$ cat src/stqf_pkg.sv
package stqf_pkg;

    // Input word: one load or render command
    typedef struct packed {
        logic [1:0]         mode;
        logic [15:0]        index;
        logic [31:0]        texel;
        logic signed [15:0] corner_u;
        logic signed [15:0] corner_v;
        logic [7:0]         corner_shade;
    } t_in_word;

    // Output word: one shaded pixel
    typedef struct packed {
        logic [2:0]  row;
        logic [2:0]  column;
        logic [23:0] color_out;
        logic        last;
    } t_out_word;

    // Pixel tag that travels alongside the texel read
    typedef struct packed {
        logic [2:0] row;
        logic [2:0] column;
        logic       last;
        logic [7:0] shade;
    } t_pix_meta;

    // Command modes
    localparam logic [1:0] MODE_TEXEL  = 2'd0;
    localparam logic [1:0] MODE_CORNER = 2'd1;
    localparam logic [1:0] MODE_RENDER = 2'd2;

    // Corner slots
    localparam int         NUM_CORNERS = 4;
    localparam logic [1:0] CORNER_TL   = 2'd0;
    localparam logic [1:0] CORNER_TR   = 2'd1;
    localparam logic [1:0] CORNER_BL   = 2'd2;
    localparam logic [1:0] CORNER_BR   = 2'd3;

    // Interpolated channels
    localparam int         NUM_CH = 3;
    localparam logic [1:0] CH_U   = 2'd0;
    localparam logic [1:0] CH_V   = 2'd1;
    localparam logic [1:0] CH_S   = 2'd2;

    // 24.8 fixed point
    localparam int FRAC_BITS = 8;

    typedef enum logic [2:0] {
        ST_IDLE,
        ST_EDGE,
        ST_ROW,
        ST_SPAN,
        ST_FETCH,
        ST_COL
    } t_state;

    typedef enum logic [1:0] {
        ALU_ADD,
        ALU_EDGE,
        ALU_SPAN
    } t_alu_op;

endpackage

$ cat src/stqf_shade.sv
module stqf_shade (
    input  logic                i_clk,
    input  logic                i_rst_n,
    input  logic                i_load,
    input  stqf_pkg::t_pix_meta i_meta,
    input  logic [31:0]         i_texel,
    input  logic                i_out_stall,
    output logic                o_out_valid,
    output stqf_pkg::t_out_word o_out_word
);
    import stqf_pkg::*;

    logic      r_valid;
    logic      n_valid;
    t_out_word r_word;
    t_out_word n_word;

    logic [15:0] w_b;
    logic [15:0] w_g;
    logic [15:0] w_r;

    // Per-byte shading; alpha is dropped
    assign w_b = 16'(i_texel[7:0])   * 16'(i_meta.shade);
    assign w_g = 16'(i_texel[15:8])  * 16'(i_meta.shade);
    assign w_r = 16'(i_texel[23:16]) * 16'(i_meta.shade);

    // Output register; the sequencer only loads it when it is free
    always_comb begin
        n_valid = r_valid;
        n_word  = r_word;
        if (i_load) begin
            n_valid          = 1'b1;
            n_word.row       = i_meta.row;
            n_word.column    = i_meta.column;
            n_word.last      = i_meta.last;
            n_word.color_out = {w_r[15:8], w_g[15:8], w_b[15:8]};
        end else if (!i_out_stall) begin
            n_valid = 1'b0;
        end
    end

    always_ff @(posedge i_clk) begin
        if (!i_rst_n) begin
            r_valid <= 1'b0;
        end else begin
            r_valid <= n_valid;
        end
    end

    always_ff @(posedge i_clk) begin
        r_word <= n_word;
    end

    assign o_out_valid = r_valid;
    assign o_out_word  = r_word;

endmodule

$ cat config.mk
export PLATFORM = sky130hd
export DESIGN_NAME = stqf_shade
export DESIGN_NICKNAME = d
export VERILOG_FILES = /design/src/stqf_pkg.sv /design/src/stqf_shade.sv
export SDC_FILE = /design/constraint.sdc
export NUM_CORES = 1
export LEC_CHECK = 0
export ABC_AREA = 0
export BUFFER_PORTS_ARGS = -buffer_cell sky130_fd_sc_hd__clkbuf_2
export CORE_MARGIN = 1.5
export CORE_UTILIZATION = 51
export CTS_CLUSTER_DIAMETER = 100
export DETAILED_ROUTE_END_ITERATION = 10
export PLACE_DENSITY = 0.69
export RECOVER_POWER = 50
export SYNTH_ARGS = -nofsm -noshare
export SYNTH_HDL_FRONTEND = slang
export SYNTH_SLANG_ARGS = --single-unit
$ cat constraint.sdc
create_clock -name i_clk -period 6 [get_ports i_clk]
set_input_delay 0.9 -clock i_clk [delete_from_list [all_inputs] [get_ports i_clk]]
set_output_delay 0.9 -clock i_clk [all_outputs]
set_load 0.05 [all_outputs]
==> impl_results.md <==
- Die area: 14300 um2
- RSZ-0062 raised after global routing: no
- Seq cells post-synth: 32
- Maxcap violations: 1
- R2R depth: 2
- Post-DP HPWL: 11400 um
- Hold Startpoint: o_out_valid
- Final setup viols: 0
- DIE HEIGHT: 119 um
- NumNets Final: 1037
- DR WL/cell: 15.3 um
- Power per cell area: 335 nW/um2
- Largest cells by area after synthesis: fa_1 (30%), ha_1 (18%), edfxtp_1 (13%)
- Area of the multi-input gates: 5410 um2
- H-tree depth: 2
- Clk Latency, worst-skew pair: 0.29 ns
- WHS Path Cells: 2
- Post-Syn Instances: 724
- # clock sinks: 32
- Async S/R FF share, synth: 0
- Initial antenna violation count: 0
- Final hold slack: 0.529 ns
- Num rows: 42
- Tot GR Track Use: 0.222
- Root Buffer: clkbuf_16
- Status: complete, but fails checks
- Avg Inst Size Synth: 9.55 um2
- RR Startpoint: o_out_valid
- Switch Pwr: 1.27 mW
- Reg power frac: 0.160
- Ant diodes: 0
- Logic pwr share: 0.718
- FILL cells: 1184
- Fin crit share: 0.852
- Worst VDD drop: 0.241 mV
- Least-Margin Pin Slew: 1.81 ns
- DRT iter0 DRCs: 197
- Core Area: 13200 um2
- Worst endpoint required time: 6.04 ns
- Min Tclk post-route: 5.11 ns
- Worst path arrival time: 5.15 ns
- Crit Path Max Fanout: 24
- Post-synth EDFFs: 31
- Setup_tns: 0 ns
- Clk buf depth: 2
- Worst setup SP type: primary input
- CTS resizes: 0
- Post-CTS Setup Repair Bufs: 0
- Via Count: 5145
- Worst Setup Path Type: primary input to flop
- I/O Buffers: 74
- Hold WC Path Type: flop to flop
- Netlist cell types: 43
- Initial cell density of the core: 0.522
- Synth area leader: fa_1
- Total wire length: 14700 um
- Chip width: 119 um
- Leak Pwr: 3.92 nW
- Synthesis Warnings: 0
- Hold Vio Cnt, Final: 0
- Worst clock skew: 0 ns
- Global-route wire length before repair: 25300 um
- Area Growth Syn to Fin: 9.56%
- Rel. slew slack: -0.209
- Crit. End Element: flop
- Sequential fraction of the synthesis area: 0.138
- Antenna-violating nets left: 0
- Failing checks: capacitance limit, slew limit
- GR Overflow Total: 0
- DRT Pass-1 Iters: 5
- Flip-flop and latch area: 951 um2
- CTS Hold Bufs: 0
- Clock transition at path regs: 0.06 ns
- Share of the synthesized area in the top cell type: 0.304
- Ys flop type: edfxtp_1
- Pin count of the biggest net entering global routing: 33
- Vias in the first global route: 5486
- Placer's final routability congestion estimate: 0.917
- Fmax: 0.196 GHz
- Sw frac: 0.502
- Share of layout cells above drive strength 1: 0.102
- TritonCTS clock tree: built
- Mapped Nets: 979
- Worst setup slack after layout: 0.890 ns
- Vias/cell: 5.36
- Place WS: 0.615 ns
- IO Count: 83
- Max Slew Vio Count: 33
- Internal power: 1.27 mW
- DRC: 0
- Clk pwr share: 0.122
- Reg-to-reg setup timing slack: 5.36 ns
- Post-Syn Area: 6910 um2
- Crit path from: i_meta[2]
- CTS Buf Count: 5
-- state kept, by name, indices dropped and copies added (netlist names) --
name	flops
o_out_word	31
o_out_valid	1
-- kinds of logic after synthesis --
family / Yosys count / synth area share
AO/OA/AOI/OAI: 78 / 0.0771
buffers and inverters: 147 / 0.0798
flip-flops: 32 / 0.138
multiplexers: 1 / 0.00163
XOR/XNOR: 22 / 0.0279
adder cells (fa/ha/maj): 204 / 0.483
AND/OR/NAND/NOR: 240 / 0.193
-- path summary, 6_finish.rpt --
kind	end
worst min register to register	o_out_valid
worst min-delay path	o_out_valid
worst max register to register	o_out_valid
worst max-delay path	o_out_word[8]
-- per-layer routing --
| layer | share of wire | up-vias | GRT usage |
|---|---|---|---|
| li1 | - | 2426 | - |
| met1 | 0.43 | 2574 | 0.276 |
| met2 | 0.52 | 121 | 0.402 |
| met3 | 0.038 | 24 | 0.0287 |
| met4 | 0.019 | 0 | 0.0655 |
| met5 | 0 | - | 0 |
-- per-stage QoR --
stage,std cells,area [um2],power [mW],util
2_1_floorplan,724,6910,1.85,-
3_3_place_gp,951,7420,2.18,0.560
3_5_place_dp,951,7420,2.23,0.560
4_1_cts,959,7580,2.56,0.573
5_1_grt,959,7570,2.78,0.572
6_report,959,7570,2.54,0.572
-- synth_stat cells (6+ instances only) --
master    number
edfxtp_1      31
a21oi_1       24
xor2_1         7
and2_1       142
clkbuf_1      23
ha_1          99
fa_1         105
xnor2_1       15
inv_1        124
nor2_1        13
nand2_1       55
o21ai_0        8
nand3_1       10
a211oi_1       6
a21o_1        19
-- layout make-up --
class / instances / area share
clock buffers: 5 / 0.0165
clock inverters: 3 / 0.00562
inverters: 124 / 0.0615
multi-input cells: 545 / 0.714
flip-flops and latches: 32 / 0.126
well taps: 176 / 0.0291
repair buffers: 74 / 0.0474
-- layout by cell type (no fill, tap or decap), types with 6 or more instances in the layout --
cell type,instances
clkbuf_2,65
xor2_1,7
xnor2_1,15
o21ai_0,8
a21o_1,19
a211oi_1,6
clkbuf_1,9
fa_1,105
ha_1,99
and2_1,142
a21oi_1,24
inv_1,124
nand3_1,10
nand2_1,55
nor2_1,13
edfxtp_1,31
-- power groups by stage --
| stage | registers, mW | clock network [mW] | logic, mW |
|---|---|---|---|
| floorplan | 0.696 | 0 | 1.16 |
| global placement | 0.410 | 0 | 1.77 |
| detailed placement | 0.413 | 0 | 1.82 |
| CTS | 0.408 | 0.317 | 1.83 |
| global route | 0.414 | 0.323 | 2.04 |
| finish | 0.407 | 0.309 | 1.82 |
-- critical path: stages --
cell	delay (ns)
clkbuf_2	0.41
nand2_1	0.15
fa_1	0.54
fa_1	0.55
inv_1	0.05
fa_1	0.48
inv_1	0.05
fa_1	0.47
inv_1	0.04
ha_1	0.30
a21o_1	0.21
a311o_2	0.38
a2111oi_4	0.36
o31ai_2	0.12
xnor2_1	0.13
Power figures use the tool's default switching activity.
