**src/stqf_pkg.sv**
```systemverilog
package stqf_pkg;

    // Input word: one load or render command
    typedef struct packed {
        logic [1:0]         mode;
        logic [15:0]        index;
        logic [31:0]        texel;
        logic signed [15:0] corner_u;
        logic signed [15:0] corner_v;
        logic [7:0]         corner_shade;
    } t_in_word;

    // Output word: one shaded pixel
    typedef struct packed {
        logic [2:0]  row;
        logic [2:0]  column;
        logic [23:0] color_out;
        logic        last;
    } t_out_word;

    // Pixel tag that travels alongside the texel read
    typedef struct packed {
        logic [2:0] row;
        logic [2:0] column;
        logic       last;
        logic [7:0] shade;
    } t_pix_meta;

    // Command modes
    localparam logic [1:0] MODE_TEXEL  = 2'd0;
    localparam logic [1:0] MODE_CORNER = 2'd1;
    localparam logic [1:0] MODE_RENDER = 2'd2;

    // Corner slots
    localparam int         NUM_CORNERS = 4;
    localparam logic [1:0] CORNER_TL   = 2'd0;
    localparam logic [1:0] CORNER_TR   = 2'd1;
    localparam logic [1:0] CORNER_BL   = 2'd2;
    localparam logic [1:0] CORNER_BR   = 2'd3;

    // Interpolated channels
    localparam int         NUM_CH = 3;
    localparam logic [1:0] CH_U   = 2'd0;
    localparam logic [1:0] CH_V   = 2'd1;
    localparam logic [1:0] CH_S   = 2'd2;

    // 24.8 fixed point
    localparam int FRAC_BITS = 8;

    typedef enum logic [2:0] {
        ST_IDLE,
        ST_EDGE,
        ST_ROW,
        ST_SPAN,
        ST_FETCH,
        ST_COL
    } t_state;

    typedef enum logic [1:0] {
        ALU_ADD,
        ALU_EDGE,
        ALU_SPAN
    } t_alu_op;

endpackage

```
**src/stqf_alu.sv**
```systemverilog
module stqf_alu #(
    parameter int QUAD_SIDE = 8
) (
    input  stqf_pkg::t_alu_op i_op,
    input  logic [31:0]       i_a,
    input  logic [31:0]       i_b,
    output logic [31:0]       o_y
);
    import stqf_pkg::*;

    localparam logic [31:0] StepMul = 32'(255 / QUAD_SIDE);

    logic [31:0] w_x;
    logic [31:0] w_z;
    logic        w_cin;
    logic [31:0] w_sum;
    logic [31:0] w_pre;
    logic [31:0] w_prod;

    // One adder: a + b, or b - a for the step ops
    always_comb begin
        if (i_op == ALU_ADD) begin
            w_x   = i_a;
            w_z   = i_b;
            w_cin = 1'b0;
        end else begin
            w_x   = i_b;
            w_z   = ~i_a;
            w_cin = 1'b1;
        end
    end

    assign w_sum = w_x + w_z + {31'd0, w_cin};

    // Edge steps scale the whole-texel delta up to 24.8 first
    assign w_pre  = (i_op == ALU_EDGE) ? {w_sum[31-FRAC_BITS:0], {FRAC_BITS{1'b0}}} : w_sum;
    assign w_prod = w_pre * StepMul;

    // Floor shift right by the fraction width
    assign o_y = (i_op == ALU_ADD) ? w_sum
                                   : {{FRAC_BITS{w_prod[31]}}, w_prod[31:FRAC_BITS]};

endmodule

```
**config.mk**
```make
export PLATFORM = sky130hd
export DESIGN_NAME = stqf_alu
export DESIGN_NICKNAME = d
export VERILOG_FILES = /design/src/stqf_pkg.sv /design/src/stqf_alu.sv
export SDC_FILE = /design/constraint.sdc
export NUM_CORES = 1
export LEC_CHECK = 0
export BUFFER_PORTS_ARGS = -buffer_cell sky130_fd_sc_hd__buf_2
export CAP_MARGIN = 20
export CORE_ASPECT_RATIO = 1.2
export CORE_MARGIN = 10
export CORE_UTILIZATION = 55
export DETAILED_ROUTE_END_ITERATION = 6
export PLACE_DENSITY = 0.81
export SYNTH_ARGS = -nofsm -noshare
export SYNTH_HDL_FRONTEND = slang
export SYNTH_SLANG_ARGS = --single-unit
```
**constraint.sdc**
```tcl
create_clock -name vclk -period 10.3
set_input_delay 1.03 -clock vclk [all_inputs]
set_output_delay 1.03 -clock vclk [all_outputs]
set_load 0.02 [all_outputs]
```
==> qor.log <==
qor: cells_and_area.drive_gt1_share 13.94%
qor: die.placementRows 43
qor: timing.finalSetupTns 0 ns
qor: timing.final_critical_path_setup_slack 0.5345 ns
qor: synthesis.synth.yosys.warnings 0
qor: synthesis.post_synth.cell_area_avg 6.941 um2
qor: timing.timing.final.max_slew_violations 0
qor: cells_and_area.multi_input_area 6106 um2
qor: clock_tree.ctsResizeCount 0
qor: global_route.vias_in_the_first_global_route 6813
qor: global_route.number_of_antenna_violations_at_the_first_check_in_global_routing 0
qor: cells_and_area.fin_nets 1232
qor: min_path.worst_hold_path_type input pin to primary output
qor: timing.rsz_0062_raised_after_global_routing false
qor: worst_setup_path.crit_required 9.27 ns
qor: worst_setup_path.max_stage_delay 0.51 ns
qor: timing.worst-slew-pin-transition 1.052 ns
qor: routing.vias 6865
qor: timing.setup-violations-final 0
qor: placed_design.placed_area 7243 um2
qor: synthesis.post_synth_main_area_contributors sky130_fd_sc_hd__fa_1 (20%), sky130_fd_sc_hd__ha_1 (14%), sky130_fd_sc_hd__nand2_1 (9.0%)
qor: placed_design.pre_cts_slack 0.4290 ns
qor: synthesis.portion_of_synthesized_cell_area_occupied_by_the_leading_cell_type 19.53%
qor: worst_setup_path.maximum_fanout_count_along_the_critical_path 39
qor: worst_setup_path.cp_slowest_cell sky130_fd_sc_hd__fa_1
qor: global_route.gr_layer_usage_met3 2.145%
qor: flow_run.drv_cap 0
qor: synthesis.ys_types 63
qor: timing.timing.final.crit_share 94.81%
qor: min_path.worstHoldStart i_b[0]
qor: global_route.grt.met1_usage 25.18%
qor: clock_tree.cts_post_setup_buffers_inserted 0
qor: routing.detail_route.first_pass.iterations 5
qor: worst_setup_path.timing.setup.critical_path_class input pin to primary output
qor: die.core_region_area 11620 um2
qor: placed_design.post-dp-hpwl 16.04 mm
qor: timing.final.min_clock_period 9.765 ns
qor: routing.postRouteAntennaNets 0
qor: worst_setup_path.cp_num_cells 31
qor: worst_setup_path.critical-path-top-delay-family compound AO/OA/AOI/OAI gates
qor: synthesis.synth_top_cell_by_area sky130_fd_sc_hd__fa_1
qor: clock_tree.cts_hold_buf 0
qor: cells_and_area.layout.cells.most_common sky130_fd_sc_hd__nand2_1
qor: timing.fmax 102.4 MHz
qor: timing.hold_violations 0
qor: routing.route.detailed.wl_per_inst 15.69 um
qor: global_route.grt_max_degree 40
qor: cells_and_area.fin_area 7292 um2
qor: routing.wl 18.56 mm
qor: cells_and_area.numSequentialCells 0
qor: global_route.grt.overflow.total 0
qor: min_path.min_path_cells 5
qor: timing.maxSlewHeadroom 29.10%
qor: die.die-area 16710 um2
qor: routing.drt-vias-per-instance 5.803
qor: synthesis.seq_area_frac_synth 0%
qor: die.initial_utilization 56.44%
qor: cells_and_area.final_layout_clock_buffer_total 0
qor: cells_and_area.seqCellArea 0 um2
qor: global_route.global_route.usage.total 21.79%
qor: global_route.grt-busiest-layer met2
qor: synthesis.synth.cell_area 6559 um2
qor: cells_and_area.final.fill_count 1137
qor: die.design.portCount 98
qor: synthesis.syn-instance-count 945
qor: cells_and_area.antenna_cells 0
qor: global_route.grt_first_pass_wirelength 31.52 mm
qor: min_path.hold_path_end o_y[0]
qor: die.fp.dieW 119.7 um
qor: worst_setup_path.critPathArrivalTime 8.74 ns
qor: cells_and_area.layout.cells.most_common_list sky130_fd_sc_hd__nand2_1 (157), sky130_fd_sc_hd__a21oi_1 (102), sky130_fd_sc_hd__inv_1 (100)
qor: placed_design.io_buffer_count 98
qor: routing.post-route-drc-count 0
qor: timing.hold-worst-slack 2.528 ns
qor: placed_design.finalWeightedCongestion 1.008
qor: worst_setup_path.worst_path_buf_inv 6
qor: worst_setup_path.endpoint_kind primary output
qor: global_route.globalRouteMet2Util 40.40%
qor: routing.drtIter0Drc 449
qor: synthesis.postSynthNetCount 1149
qor: cells_and_area.area_delta_synth_final 11.18%
qor: die.die_h 139.6 um
qor: outcome.run_status completed
qor: worst_setup_path.worstSetupStartpointType input pin
## how the worst max path moves through the flow
stage,startpoint,endpoint,slack [ns]
3_5_place_dp,i_op[0],o_y[31],0.43
5_1_grt,i_op[1],o_y[27],0.02
2_1_floorplan,i_op[0],o_y[23],0.66
4_1_cts,i_op[1],o_y[31],0.40
6_report,i_op[1],o_y[30],0.53
3_3_place_gp,i_op[0],o_y[25],0.59
## layout make-up
cell class	count	area share [%]
inverter	101	5.199
multi-input combinational	812	83.73
tap	157	2.694
timing repair buffer	113	8.373
## metrics by stage
stage | utilization, % | instances
4_1_cts | 62.33 | 1182
3_3_place_gp | 62.33 | 1182
6_report | 62.75 | 1183
2_1_floorplan | - | 945
5_1_grt | 62.75 | 1183
3_5_place_dp | 62.33 | 1182
## Yosys cell counts (3+ instances only)
master                      count
sky130_fd_sc_hd__nand4_1        9
sky130_fd_sc_hd__xor2_1        32
sky130_fd_sc_hd__xnor2_1       37
sky130_fd_sc_hd__or2_2          3
sky130_fd_sc_hd__a2111oi_0      4
sky130_fd_sc_hd__or3_1          9
sky130_fd_sc_hd__a211oi_2       6
sky130_fd_sc_hd__inv_1        100
sky130_fd_sc_hd__nand3_1        7
sky130_fd_sc_hd__a211oi_1      11
sky130_fd_sc_hd__a211o_1        5
sky130_fd_sc_hd__and2_1         5
sky130_fd_sc_hd__nand2b_1       8
sky130_fd_sc_hd__a31oi_1        4
sky130_fd_sc_hd__nand2_1      157
sky130_fd_sc_hd__clkbuf_1      25
sky130_fd_sc_hd__ha_1          74
sky130_fd_sc_hd__o21a_1         8
sky130_fd_sc_hd__o31ai_1       11
sky130_fd_sc_hd__nor2_1        92
sky130_fd_sc_hd__o211ai_1      14
sky130_fd_sc_hd__nor2b_1        8
sky130_fd_sc_hd__a21o_1        24
sky130_fd_sc_hd__fa_1          64
sky130_fd_sc_hd__a21oi_1      104
sky130_fd_sc_hd__o21bai_1       6
sky130_fd_sc_hd__nor3_1        19
sky130_fd_sc_hd__and3_1         4
sky130_fd_sc_hd__buf_1          7
sky130_fd_sc_hd__mux2i_1        4
sky130_fd_sc_hd__o21ai_1        3
sky130_fd_sc_hd__o21ai_0       45
## logic make-up after synthesis
kind of cell / after synthesis / share of synthesized area [%]
buffers and inverters: 133 / 7.612
AO/OA/AOI/OAI: 268 / 26.63
XOR/XNOR: 69 / 9.214
multiplexers: 6 / 0.9920
adder cells (fa/ha/maj): 140 / 33.96
AND/OR/NAND/NOR: 329 / 21.59
## metal layers
| layer | share of wire (%) | vias up |
|---|---|---|
| li1 | - | 3394 |
| met1 | 40 | 3209 |
| met2 | 51 | 216 |
| met3 | 5.2 | 46 |
| met4 | 3.8 | 0 |
| met5 | 0 | - |
Power is not shown: default switching activity piles up to over one toggle a cycle in this logic, so the estimate is an artifact.
